===== src/rtl/wheel_pulse_speedometer_defines.svh =====
// Assertion macros for the wheel pulse speedometer.
// Used by the controller and datapath; expects clock and reset in scope.
`ifndef WHEEL_PULSE_SPEEDOMETER_DEFINES_SVH
`define WHEEL_PULSE_SPEEDOMETER_DEFINES_SVH

// antecedent implies consequent in the same cycle
`define WPS_ASSERT_NOW(lbl, ante, cons, msg) \
   lbl: assert property (@(posedge clock) disable iff (reset) (ante) |-> (cons)) else $error(msg);

// antecedent implies consequent in the next cycle
`define WPS_ASSERT_NEXT(lbl, ante, cons, msg) \
   lbl: assert property (@(posedge clock) disable iff (reset) (ante) |=> (cons)) else $error(msg);

`endif


===== src/rtl/wps_pkg.sv =====
// Shared types and constants of the wheel pulse speedometer.
// No dependencies; imported by every module of the block.
`timescale 1ns / 1ps
`default_nettype none

package wps_pkg;

   typedef enum logic [1:0] {
      FUNC_RISE = 2'd0,
      FUNC_FALL = 2'd1,
      FUNC_POLL = 2'd2
   } func_type;

   localparam int CSR_ADDR_W = 4;

   localparam logic [1:0] REG_CIRC     = 2'd0;
   localparam logic [1:0] REG_WINDOW   = 2'd1;
   localparam logic [1:0] REG_DEBOUNCE = 2'd2;

   localparam logic [15:0] CIRC_RESET     = 16'd2100;
   localparam logic [15:0] WINDOW_RESET   = 16'd3000;
   localparam logic [15:0] DEBOUNCE_RESET = 16'd50;

   localparam logic [11:0] SECS_PER_HOUR = 12'd3600;
   localparam logic [31:0] MM_PER_M      = 32'd1000;

   // reciprocals of 1000: scale 2^38 for a 32-bit dividend, 2^36 for a 26-bit one
   localparam logic [28:0] KILO_RECIP = 29'd274877907;
   localparam logic [26:0] FRAC_RECIP = 27'd68719477;

   localparam int DIV_CNT_W = 6;
   localparam logic [DIV_CNT_W-1:0] DIV_BITS_SPEED = 6'd28;
   localparam logic [DIV_CNT_W-1:0] DIV_BITS_AVG   = 6'd60;

   typedef enum logic [1:0] {
      DIV_SPEED,
      DIV_AVG
   } div_op_type;

   typedef enum logic [3:0] {
      ST_IDLE,
      ST_PULSE,
      ST_CALC,
      ST_MUL,
      ST_SPD_LOAD,
      ST_SPD_RUN,
      ST_DST_LOW,
      ST_DST_SCALE,
      ST_DST_SUM,
      ST_AVG_LOAD,
      ST_AVG_RUN,
      ST_RESP
   } ctrl_state_type;

   typedef struct packed {
      logic [15:0] circ;
      logic [15:0] window;
      logic [15:0] debounce;
   } cfg_type;

   typedef struct packed {
      logic       take;
      logic       pulse;
      logic       calc;
      logic       mul;
      logic       dst_low;
      logic       dst_scale;
      logic       dst_sum;
      logic       div_load;
      logic       div_step;
      logic       div_capture;
      div_op_type div_op;
      logic       rsp_load;
   } cmd_type;

   typedef struct packed {
      logic div_busy;
   } status_type;

   typedef struct packed {
      logic [27:0] speed_m_per_h;
      logic [31:0] ride_time_ms;
      logic [31:0] distance_m;
      logic [31:0] average_speed;
      logic [31:0] revolutions;
   } rsp_data_type;

endpackage

`default_nettype wire


===== src/rtl/wps_csr.sv =====
// APB-style configuration registers of the wheel pulse speedometer.
// Depends on wps_pkg.
`timescale 1ns / 1ps
`default_nettype none

module wps_csr
   import wps_pkg::*;
(
   input  wire logic                  clock,
   input  wire logic                  reset,
   input  wire logic                  psel,
   input  wire logic                  penable,
   input  wire logic                  pwrite,
   input  wire logic [CSR_ADDR_W-1:0] paddr,
   input  wire logic [31:0]           pwdata,
   output      logic [31:0]           prdata,
   output      logic                  pready,
   output      cfg_type               cfg
);

   logic [15:0] circ_ff, circ_in;
   logic [15:0] window_ff, window_in;
   logic [15:0] debounce_ff, debounce_in;
   logic        wr_en;
   logic [1:0]  reg_idx;

   assign pready  = 1'b1;
   assign reg_idx = paddr[CSR_ADDR_W-1:2];
   assign wr_en   = psel && penable && pwrite && pready;

   always_comb begin
      circ_in     = circ_ff;
      window_in   = window_ff;
      debounce_in = debounce_ff;
      if (wr_en) begin
         case (reg_idx)
            REG_CIRC:     circ_in     = pwdata[15:0];
            REG_WINDOW:   window_in   = pwdata[15:0];
            REG_DEBOUNCE: debounce_in = pwdata[15:0];
            default: ;
         endcase
      end
   end

   always_comb begin
      case (reg_idx)
         REG_CIRC:     prdata = {16'b0, circ_ff};
         REG_WINDOW:   prdata = {16'b0, window_ff};
         REG_DEBOUNCE: prdata = {16'b0, debounce_ff};
         default:      prdata = '0;
      endcase
   end

   always_ff @(posedge clock) begin
      if (reset) begin
         circ_ff     <= CIRC_RESET;
         window_ff   <= WINDOW_RESET;
         debounce_ff <= DEBOUNCE_RESET;
      end else begin
         circ_ff     <= circ_in;
         window_ff   <= window_in;
         debounce_ff <= debounce_in;
      end
   end

   assign cfg = '{circ: circ_ff, window: window_ff, debounce: debounce_ff};

endmodule

`default_nettype wire


===== config.mk =====
export PLATFORM = sky130hd
export DESIGN_NAME = wps_csr
export DESIGN_NICKNAME = d
export VERILOG_FILES = /design/src/rtl/wheel_pulse_speedometer_defines.svh /design/src/rtl/wps_pkg.sv /design/src/rtl/wps_csr.sv
export SDC_FILE = /design/constraint.sdc
export NUM_CORES = 1
export LEC_CHECK = 0
export BUFFER_PORTS_ARGS = -buffer_cell sky130_fd_sc_hd__buf_2
export CAP_MARGIN = 20
export CORE_MARGIN = 3
export CORE_UTILIZATION = 40
export CTS_BUF_LIST = sky130_fd_sc_hd__clkbuf_4
export CTS_CLUSTER_DIAMETER = 150
export DETAILED_ROUTE_END_ITERATION = 8
export PLACE_DENSITY_LB_ADDON = 0.12
export RECOVER_POWER = 100
export SYNTH_ARGS = -nofsm -noshare
export SYNTH_HDL_FRONTEND = slang
export SYNTH_SLANG_ARGS = --single-unit

===== constraint.sdc =====
create_clock -name clock -period 0.9 [get_ports clock]
set_input_delay 0.09 -clock clock [delete_from_list [all_inputs] [get_ports clock]]
set_output_delay 0.09 -clock clock [all_outputs]
set_load 0.01 [all_outputs]

==> reports/metrics.sh <==
MULTI_INPUT_AREA_SQ_UM=1300
FINALHOLDWORSTSLACK_NS=0.0351
SYNTH_TOP_FLOP_CELL='sky130_fd_sc_hd__dfxtp_1'
POWER.SHARE.CLOCK=0.246
HOLD_CLASS='primary input to flip-flop'
NET-SWITCHING-POWER_uW=975
NUMBER_OF_MAXIMUM_CAPACITANCE_CONSTRAINT_VIOLATIONS=0
CTS_SINKS=48
POSTSYNTH.ASYNCRESETSHARE=0
SYNTH.CELL_AREA_SQ_UM=2430
SLOWEST_DELAY_NS=0.36
TIMING.CRITICAL_PATH.MAX_DELAY_FAMILY='flip-flops'
DIE_W_UM=84.0
GRT_START_MAX_NET_PINS=47
PORT_BUFFERS=86
CLK-INSERTION-DELAY-LATE_NS=0.35
GRT_SETUP_UNREPAIRED='true'
START_UTIL=0.426
FINAL.SETUP_SKEW_NS=0
POST_SYNTH_MAIN_AREA_CONTRIBUTORS='sky130_fd_sc_hd__dfxtp_1 39%, sky130_fd_sc_hd__mux2i_1 26%, sky130_fd_sc_hd__nand2b_1 12%, sky130_fd_sc_hd__buf_4 6.8%, sky130_fd_sc_hd__nor2_1 3.5%'
WORSTPATHREQUIRED_NS=0.81
HOLD_VIOLATIONS=0
CRITICAL_PATH.ENDPOINT_TYPE='output port'
DIE-AREA_SQ_UM=7060
CRIT_PATH_CELL_TRACE='mux2i_1, o21ai_1, buf_2'
SYNTH-EDFF-COUNT=0
OVERFLOW=0
YS_SEQ_AREA_FRAC=0.395
DRT_PASS1_ITERATIONS=4
WORST-PATH-BUF-INV=1
TIMING.SETUP.CRITICAL_PATH_CLASS='flip-flop to output port'
GRTUSAGETOTAL=0.203
GRT_PASS1_VIAS=2303
WORST-PATH-MAX-FANOUT=2
FINAL_CRITICAL_PATH_SETUP_SLACK_NS=-0.323
STDCELL_COUNT=480
DRT_ITER0_MARKERS=91
TIMING_MAX_TRANSITION_VIOLATIONS_FINAL=0
SYNTH.LIB_CELLS_USED.DISTINCT=17
SETUP_VIOL_COUNT_FINAL=77
SEQ_AREA_SQ_UM=1020
IO_PINS=122
LEAK_PWR_uW=0.00187
ROUTED_WL_MM=6.99
NETLIST.AREA_LEADER.SHARE=0.395
FINAL_ANTENNA_NET_COUNT=0
ANTENNA_FOUND_INITIAL=0
CELL_INTERNAL_PWR_uW=2750
CTS_MAX_LEVEL=2
GRT_FIRST_PASS_WIRELENGTH_MM=11.6
ANTENNA_CELLS=0
VIA_PER_INST=4.68
POWER.IR.VDD_WORST_uV=732
MAX_CLOCK_FREQ_GHz=0.817
SYNTH_TOP_CELL_BY_AREA='sky130_fd_sc_hd__dfxtp_1'
SYN-MEAN-INSTANCE-AREA_SQ_UM=9.36
FLIP_FLOP_AND_LATCH_COUNT_AFTER_SYNTHESIS=48
SEQUENTIAL_GROUP_SHARE_OF_TOTAL_POWER=0.584
SYNTHCELLS=260
GP_ROUTABILITY_CONGESTION=0.757
POWERDENSITY_nW_PER_UM2=956
FLOORPLAN.CORE_AREA_SQ_UM=5710
DIE_H_UM=84.0
CP-START-KIND='flip-flop'
YOSYS-TOP-CELLS-COUNT='64 x sky130_fd_sc_hd__mux2i_1, 48 x sky130_fd_sc_hd__dfxtp_1, 48 x sky130_fd_sc_hd__nand2b_1'
NETSWITCHINGFRACTION=0.262
POWER_SHARE_OF_THE_COMBINATIONAL_GROUP=0.170
FRACTION_OF_THE_CYCLE_THE_FINAL_WORST_PATH_NEEDS=1.36
CRIT_ARRIVAL_NS=1.13
TIMING.FINAL.CRIT_PERIOD_NS=1.22
FLOORPLAN.ROWS=27
DRT-WIRELENGTH-PER-CELL_UM=14.6
YOSYSWARNINGS=0
CLOCK_TREE_FROM_TRITONCTS='yes'
DRIVE_GT1_FRAC=0.502
ROOT_DRIVER='sky130_fd_sc_hd__clkbuf_4'
NNETSFINAL=449
PLACE_HPWL_MM=4.66
PATH_CLK_SLEW_NS=0.13
RUN_STATUS='finished with violations'
N_FILL_CELL=464
DPL.CELL_COUNT=430
YOSYS.CELL_COUNT.TOP_TYPE='sky130_fd_sc_hd__mux2i_1'
POST-PLACE-WS_NS=-0.250
CLOCK_PATH_BUFFERS=2
POST-ROUTE-DRC-COUNT=0
FAILING_CHECKS='setup timing'
AREA_GROWTH_SYN_TO_LAYOUT_PCT=59.8
VIAS=2247
CRITICAL-PATH-SLOWEST-CELL='sky130_fd_sc_hd__dfxtp_2'
NUMCTSBUFFERS=5
[cell families after synthesis]
kind of cell / synth area share
multiplexers: 0.263
buffers and inverters: 0.0904
other: 0.00308
flip-flops: 0.395
AND/OR/NAND/NOR: 0.216
AO/OA/AOI/OAI: 0.0329
[metal layers]
metal | share of wire | vias to the layer above | GRT usage | wire length [um]
met5 | 0 | - | 0 | 0
met4 | 0.010 | 0 | 0.0570 | 70
met3 | 0.050 | 8 | 0.0484 | 350
met2 | 0.51 | 66 | 0.351 | 3540
met1 | 0.43 | 1051 | 0.251 | 3040
li1 | - | 1122 | - | -
[final timing paths]
check / slack, ns / depth (start not counted) / start / end
min reg2reg: 0.50 / 2 / debounce_ff[9] / debounce_ff[9]
max: -0.32 / 3 / window_ff[3] / prdata[3]
max reg2reg: 0.06 / 4 / window_ff[5] / window_ff[5]
min: 0.04 / 3 / pwdata[12] / debounce_ff[12]
[area by class of cell]
cell class,count,share of cell area
Clock buffer,5,0.00965
Clock inverter,2,0.00193
Multi-Input combinational cell,192,0.335
Sequential cell,48,0.263
Tap cell,72,0.0232
Timing Repair Buffer,161,0.367
[through the flow]
stage | setup TNS [ns] | power [uW] | util | cell area, sq um
after CTS | -8.90 | 3780 | 0.677 | 3870
after detailed placement | -11.21 | 2750 | 0.537 | 3070
after global routing | -13.59 | 3890 | 0.682 | 3890
final | -8.28 | 3720 | 0.682 | 3890
after floorplan | -0.776 | 2590 | - | 2530
after global placement | -9.39 | 2750 | 0.537 | 3070
[worst reg2reg max path: cells and delay by family (launching register included)]
kind,cells,cell delay [ns]
flops,1,0.35
buf+inv,2,0.23
simple gates,1,0.09
mux,1,0.07
[sequential cells by signal (all words and copies together) (netlist names)]
name,flops
window_ff,16
debounce_ff,16
circ_ff,16
[placed cells by master (no fill, tap or decap), types with 2 or more instances in the layout]
cell | synthesis | final
sky130_fd_sc_hd__mux2i_1 | 64 | 64
sky130_fd_sc_hd__conb_1 | 2 | 17
sky130_fd_sc_hd__buf_4 | 22 | 24
sky130_fd_sc_hd__dfxtp_2 | 0 | 45
sky130_fd_sc_hd__nand2_1 | 16 | 16
sky130_fd_sc_hd__clkbuf_4 | 0 | 7
sky130_fd_sc_hd__nor2_1 | 23 | 23
sky130_fd_sc_hd__clkbuf_2 | 0 | 5
sky130_fd_sc_hd__clkinv_1 | 0 | 2
sky130_fd_sc_hd__dfxtp_4 | 0 | 2
sky130_fd_sc_hd__buf_2 | 5 | 38
sky130_fd_sc_hd__dlygate4sd3_1 | 0 | 9
sky130_fd_sc_hd__o21ai_1 | 0 | 16
sky130_fd_sc_hd__clkbuf_1 | 8 | 2
sky130_fd_sc_hd__buf_6 | 0 | 80
sky130_fd_sc_hd__nand2b_1 | 48 | 48
[power by group through the flow]
stage / Clock (uW) / Sequential [uW] / Combinational, uW
after floorplan: 0 / 2230 / 357
after global placement: 0 / 2220 / 531
after detailed placement: 0 / 2220 / 535
after CTS: 964 / 2180 / 637
after global routing: 1020 / 2180 / 688
final: 915 / 2170 / 633
[repair_timing]
| item | 4_1_cts | 5_1_grt |
|---|---|---|
| pin swaps | 1 | 1 |
| resized for setup | 130 | 24 |
| gates cloned | 0 | 0 |
| endpoints found under the hold margin | 12 | 0 |
| setup buffers | 27 | 23 |
| endpoints found under the setup margin | 64 | 64 |
| hold buffers | 9 | 0 |
(Power assumes the default switching activity.)
