[src/rtl/wheel_pulse_speedometer_defines.svh]
// Assertion macros for the wheel pulse speedometer.
// Used by the controller and datapath; expects clock and reset in scope.
`ifndef WHEEL_PULSE_SPEEDOMETER_DEFINES_SVH
`define WHEEL_PULSE_SPEEDOMETER_DEFINES_SVH

// antecedent implies consequent in the same cycle
`define WPS_ASSERT_NOW(lbl, ante, cons, msg) \
   lbl: assert property (@(posedge clock) disable iff (reset) (ante) |-> (cons)) else $error(msg);

// antecedent implies consequent in the next cycle
`define WPS_ASSERT_NEXT(lbl, ante, cons, msg) \
   lbl: assert property (@(posedge clock) disable iff (reset) (ante) |=> (cons)) else $error(msg);

`endif

[src/rtl/wps_pkg.sv]
// Shared types and constants of the wheel pulse speedometer.
// No dependencies; imported by every module of the block.
`timescale 1ns / 1ps
`default_nettype none

package wps_pkg;

   typedef enum logic [1:0] {
      FUNC_RISE = 2'd0,
      FUNC_FALL = 2'd1,
      FUNC_POLL = 2'd2
   } func_type;

   localparam int CSR_ADDR_W = 4;

   localparam logic [1:0] REG_CIRC     = 2'd0;
   localparam logic [1:0] REG_WINDOW   = 2'd1;
   localparam logic [1:0] REG_DEBOUNCE = 2'd2;

   localparam logic [15:0] CIRC_RESET     = 16'd2100;
   localparam logic [15:0] WINDOW_RESET   = 16'd3000;
   localparam logic [15:0] DEBOUNCE_RESET = 16'd50;

   localparam logic [11:0] SECS_PER_HOUR = 12'd3600;
   localparam logic [31:0] MM_PER_M      = 32'd1000;

   // reciprocals of 1000: scale 2^38 for a 32-bit dividend, 2^36 for a 26-bit one
   localparam logic [28:0] KILO_RECIP = 29'd274877907;
   localparam logic [26:0] FRAC_RECIP = 27'd68719477;

   localparam int DIV_CNT_W = 6;
   localparam logic [DIV_CNT_W-1:0] DIV_BITS_SPEED = 6'd28;
   localparam logic [DIV_CNT_W-1:0] DIV_BITS_AVG   = 6'd60;

   typedef enum logic [1:0] {
      DIV_SPEED,
      DIV_AVG
   } div_op_type;

   typedef enum logic [3:0] {
      ST_IDLE,
      ST_PULSE,
      ST_CALC,
      ST_MUL,
      ST_SPD_LOAD,
      ST_SPD_RUN,
      ST_DST_LOW,
      ST_DST_SCALE,
      ST_DST_SUM,
      ST_AVG_LOAD,
      ST_AVG_RUN,
      ST_RESP
   } ctrl_state_type;

   typedef struct packed {
      logic [15:0] circ;
      logic [15:0] window;
      logic [15:0] debounce;
   } cfg_type;

   typedef struct packed {
      logic       take;
      logic       pulse;
      logic       calc;
      logic       mul;
      logic       dst_low;
      logic       dst_scale;
      logic       dst_sum;
      logic       div_load;
      logic       div_step;
      logic       div_capture;
      div_op_type div_op;
      logic       rsp_load;
   } cmd_type;

   typedef struct packed {
      logic div_busy;
   } status_type;

   typedef struct packed {
      logic [27:0] speed_m_per_h;
      logic [31:0] ride_time_ms;
      logic [31:0] distance_m;
      logic [31:0] average_speed;
      logic [31:0] revolutions;
   } rsp_data_type;

endpackage

`default_nettype wire

[src/rtl/wps_ctrl.sv]
// Controller of the wheel pulse speedometer: sequences event intake,
// preparation, the divisions, the distance scaling and the result beat. Depends on wps_pkg and the defines header.
`timescale 1ns / 1ps
`default_nettype none
`include "wheel_pulse_speedometer_defines.svh"

module wps_ctrl
   import wps_pkg::*;
(
   input  wire logic       clock,
   input  wire logic       reset,
   input  wire logic       req_valid,
   input  wire logic [1:0] req_func,
   output      logic       req_ready,
   output      logic       rsp_valid,
   input  wire logic       rsp_ready,
   input  wire status_type status,
   output      cmd_type    cmd
);

   ctrl_state_type state_ff, state_in;
   logic           rsp_valid_ff, rsp_valid_in;

   always_ff @(posedge clock) begin
      if (reset) begin
         state_ff     <= ST_IDLE;
         rsp_valid_ff <= 1'b0;
      end else begin
         state_ff     <= state_in;
         rsp_valid_ff <= rsp_valid_in;
      end
   end

   always_comb begin
      state_in  = state_ff;
      req_ready = 1'b0;
      cmd       = '0;
      case (state_ff)
         ST_IDLE: begin
            req_ready = 1'b1;
            if (req_valid) begin
               cmd.take = 1'b1;
               if (req_func == FUNC_POLL) begin
                  state_in = ST_PULSE;
               end
            end
         end
         ST_PULSE: begin
            cmd.pulse = 1'b1;
            state_in  = ST_CALC;
         end
         ST_CALC: begin
            cmd.calc = 1'b1;
            state_in = ST_MUL;
         end
         ST_MUL: begin
            cmd.mul  = 1'b1;
            state_in = ST_SPD_LOAD;
         end
         ST_SPD_LOAD: begin
            cmd.div_load = 1'b1;
            cmd.div_op   = DIV_SPEED;
            state_in     = ST_SPD_RUN;
         end
         ST_SPD_RUN: begin
            cmd.div_op = DIV_SPEED;
            if (status.div_busy) begin
               cmd.div_step = 1'b1;
            end else begin
               cmd.div_capture = 1'b1;
               state_in        = ST_DST_LOW;
            end
         end
         ST_DST_LOW: begin
            cmd.dst_low = 1'b1;
            state_in    = ST_DST_SCALE;
         end
         ST_DST_SCALE: begin
            cmd.dst_scale = 1'b1;
            state_in      = ST_DST_SUM;
         end
         ST_DST_SUM: begin
            cmd.dst_sum = 1'b1;
            state_in    = ST_AVG_LOAD;
         end
         ST_AVG_LOAD: begin
            cmd.div_load = 1'b1;
            cmd.div_op   = DIV_AVG;
            state_in     = ST_AVG_RUN;
         end
         ST_AVG_RUN: begin
            cmd.div_op = DIV_AVG;
            if (status.div_busy) begin
               cmd.div_step = 1'b1;
            end else begin
               cmd.div_capture = 1'b1;
               state_in        = ST_RESP;
            end
         end
         ST_RESP: begin
            if (!rsp_valid_ff || rsp_ready) begin
               cmd.rsp_load = 1'b1;
               state_in     = ST_IDLE;
            end
         end
         default: begin
            state_in = ST_IDLE;
         end
      endcase
   end

   always_comb begin
      rsp_valid_in = cmd.rsp_load || (rsp_valid_ff && !rsp_ready);
   end

   assign rsp_valid = rsp_valid_ff;

   `WPS_ASSERT_NEXT(a_poll_starts, (state_ff == ST_IDLE) && req_valid && (req_func == FUNC_POLL),
      state_ff == ST_PULSE, "poll did not start a measurement")
   `WPS_ASSERT_NEXT(a_resp_beat, cmd.rsp_load, rsp_valid_ff && (state_ff == ST_IDLE),
      "result beat not raised")
   `WPS_ASSERT_NEXT(a_div_hold, (state_ff == ST_AVG_RUN) && status.div_busy,
      state_ff == ST_AVG_RUN, "left division early")

endmodule

`default_nettype wire

[config.mk]
export PLATFORM = sky130hd
export DESIGN_NAME = wps_ctrl
export DESIGN_NICKNAME = d
export VERILOG_FILES = /design/src/rtl/wps_pkg.sv /design/src/rtl/wps_ctrl.sv
export VERILOG_INCLUDE_DIRS = /design/src /design/src/rtl
export SDC_FILE = /design/constraint.sdc
export NUM_CORES = 1
export LEC_CHECK = 0
export ABC_AREA = 1
export BUFFER_PORTS_ARGS = -buffer_cell sky130_fd_sc_hd__buf_2
export CAP_MARGIN = 10
export CORE_AREA = 2 2 39 41
export CTS_BUF_LIST = sky130_fd_sc_hd__clkbuf_2 sky130_fd_sc_hd__clkbuf_4 sky130_fd_sc_hd__clkbuf_8
export DETAILED_ROUTE_END_ITERATION = 10
export DIE_AREA = 0 0 41 43
export HOLD_SLACK_MARGIN = 0.05
export PLACE_DENSITY = 0.69
export SYNTH_ARGS = -nofsm -noshare
export SYNTH_HDL_FRONTEND = slang
export SYNTH_SLANG_ARGS = --single-unit
export TNS_END_PERCENT = 20
[constraint.sdc]
create_clock -name clock -period 1.3 [get_ports clock]
set_input_delay 0.26 -clock clock [delete_from_list [all_inputs] [get_ports clock]]
set_output_delay 0.26 -clock clock [all_outputs]
set_load 0.005 [all_outputs]
==> key figures <==
Clocking
  • Clock Path Buffers: 2
  • # hold bufs at CTS: 0
  • Clock latency on the worst-skew pair: 240 ps
  • Root buf cell: clkbuf_4
  • Worst-path clk slew: 50 ps
  • Clock net sink count: 5
  • CTS tree: built
  • Number of buffers created by CTS: 3
  • CTS H-Tree Depth: 1

Logic synthesis
  • Synth Area in XOR/XNOR: 0%
  • Distinct cell type count of the synthesized netlist: 14
  • Top cell type's share of synthesized area: 24.39%
  • Main combinational cell family by area after synthesis: simple AND/OR/NAND/NOR gates
  • Syn Std Cell Area: 410.4 um2
  • Synth Register Bits: 5
  • Count leader, synth: nor2_1
  • Seq/Total Area, Yosys: 24.39%
  • Compound-Gate Fraction of Synth Area: 6.707%
  • Synth Area in Adders: 0%
  • Number of synthesized flops with an enable pin: 0
  • Post-synth ARST share: 0%
  • Largest cells by area after synthesis: dfxtp_1 (24%), nor2_1 (21%), nand2_1 (17%)
  • Simple-Gate Fraction of Synth Area: 55.18%
  • YS warnings: 0
  • Syn_nets: 85
  • Top FF cell, synth: dfxtp_1
  • Synth top cells by count: nor2_1 (23), nand2_1 (19), inv_1 (9)
  • Post-synth top area cell: dfxtp_1
  • Post-synthesis mux area share: 0%
  • Synth Instances: 78
  • Avg Cell Area, Syn: 5.261 um2

Routing
  • Final ANT Viol Nets: 0
  • DR vias: 507
  • DR iter-0 viols: 4
  • Wire length per cell: 9.042 um
  • Post-route DRC violation count: 0
  • DRT Pass-1 Iters: 4
  • Post-Route WL: 1.085 mm
  • Vias/cell: 4.225

Pwr
  • Sequential share of power: 24.7%
  • VDD IR-drop max: 1.082 mV
  • Switching part of the total: 47.20%
  • Leakage: 0.3692 nW
  • Pint: 0.7717 mW
  • Clock power frac: 13.4%
  • Combinational share of power: 61.9%
  • PwrDens: 2260 nW/um2
  • Sw power: 0.6899 mW

Final layout
  • Area Overhead vs Synth: 57.62%
  • Fin util: 46.75%
  • Layout Nets: 112
  • Finished Layout Cells: 120
  • FILL cells: 160
  • Final instance area: 646.9 um2
  • N_diodes: 0
  • Share of layout cells above drive strength 1: 49.04%

Global routing
  • Total gr overflow: 0
  • Largest net degree at the start of global routing: 7
  • Gr usage total: 12.66%
  • First-pass GRT wire length: 1.566 mm
  • Initial antenna violation count: 0
  • Vias in the first global route: 431

Worst setup path
  • WS Path Type: reg -> out
  • Reg2reg end: state_ff[3]$_SDFFE_PP0P_
  • R2R depth: 9
  • Maximum fanout along the worst path: 6
  • CP arrival: 1120 ps
  • CP endpoint kind: output pin
  • Worst setup SP type: flop
  • Required @ worst endpoint: 1040 ps
  • R2r setup slk: 90 ps
  • Origin of the critical flop-to-flop path: state_ff[3]$_SDFFE_PP0P_

Status
  • Failing checks: setup timing
  • Outcome: complete, but fails checks

Placement
  • Placed Cells: 113
  • Placer Congestion: 0.7721
  • DP Area: 523.0 um2
  • Post-DP HPWL: 847.7 um
  • Port bufs: 20

Die
  • Standard-cell rows: 14
  • Full die area: 1763 um2
  • Core box area: 1384 um2
  • IO Pins: 22
  • Die height: 43 um
  • Starting Density: 29.66%
  • Die width: 41 um

STA
  • Worst Slack Setup Final: -82.81 ps
  • Setup-failing EPs final: 10
  • Fmax: 723.2 MHz
  • Final Slew Violations: 0
  • RSZ-0062 raised after global routing: true
  • Hold Fails Final Rpt: 0
  • Max Clock Skew: 5.239 ps
  • Final period util: 106.4%
  • Final min period: 1383 ps

Worst hold path
  • Hold_sp: reset
  • WHS Path Cells: 2
  • Hold Path End: rsp_valid$_SDFF_PP0_
  • Hold Crit Class: in -> reg

Flow run
  • Max-cap viol count: 0
## placed cells by master (no fill, tap or decap), types with 3 or more instances in the layout
master | netlist | routed
nor2_2 | 0 | 4
inv_1 | 9 | 6
nand3_1 | 7 | 7
nor2_4 | 1 | 4
clkbuf_4 | 0 | 4
inv_4 | 0 | 3
nand2_2 | 2 | 4
nor2_1 | 23 | 16
inv_2 | 3 | 3
buf_4 | 1 | 3
dfxtp_4 | 0 | 4
nand2_1 | 19 | 16
buf_2 | 0 | 20
## kinds of logic (layout without fill, tap and decap cells)
family / after synthesis / count (layout)
buffers and inverters: 13 / 39
other: 1 / 1
DFF: 5 / 5
AOI/OAI and AO/OA: 5 / 5
and+or+nand+nor: 54 / 54
## critical path: stages (launching register included)
cell     delay (ps)
dfxtp_4         360
inv_4            50
nor2_4          130
nand2_1         120
nor2_1          110
buf_2           120
## power groups by stage
stage	sequential, mW	clock (mW)	combinational [mW]
4_1_cts	0.306	0.205	0.782
5_1_grt	0.376	0.213	1.02
3_3_place_gp	0.273	0	0.707
6_report	0.360	0.196	0.905
3_5_place_dp	0.276	0	0.710
2_1_floorplan	0.266	0	0.503
## per-layer routing
layer	vias up	GRT usage (%)	share of wire, %	routed length (um)
met4	0	6.000	0	0
met2	11	19.38	49	532
li1	287	-	-	-
met3	0	1.571	4.5	49
met1	209	16.77	46	503
met5	-	0	0	0
## what timing repair did
action,4_1_cts,5_1_grt
setup endpoints to repair,13,15
buffers inserted,2,1
gates resized for setup,13,16
pin swaps,2,7
## sequential cells by signal, summed over array words and instances (netlist names)
register and cells:
state_ff 4, rsp_valid 1
## worst max path at each step
stage,start,slack (ps),to
global placement,state_ff[2]$_SDFFE_PP0P_,50,cmd[3]
finish,state_ff[3]$_SDFFE_PP0P_,-80,cmd[0]
floorplan,state_ff[2]$_SDFFE_PP0P_,210,state_ff[1]$_SDFFE_PP0P_
CTS,state_ff[2]$_SDFFE_PP0P_,-100,cmd[3]
global route,state_ff[3]$_SDFFE_PP0P_,-150,cmd[3]
detailed placement,state_ff[2]$_SDFFE_PP0P_,50,cmd[3]
## per-stage QoR
step	total power, mW	hold WS (ps)	setup TNS [ps]	setup slack, ps
final	1.462	191.4	-369.2	-82.81
after global routing	1.606	203.8	-1244	-152.6
after CTS	1.294	186.2	-536.4	-104.1
after detailed placement	0.9867	438.8	0	48.06
after global placement	0.9795	434.0	0	51.91
after floorplan	0.7687	329.1	0	207.7
## cell type report
class                           count  area [um2]  share of cell area [%]
Clock buffer                        4       30.03                   4.642
Inverter                           12       52.55                   8.124
Multi-Input combinational cell     60       306.5                   47.39
Sequential cell                     5       115.1                   17.79
Tap cell                           16       20.02                   3.095
Timing Repair Buffer               23       122.6                   18.96
Power figures use the tool's default switching activity.
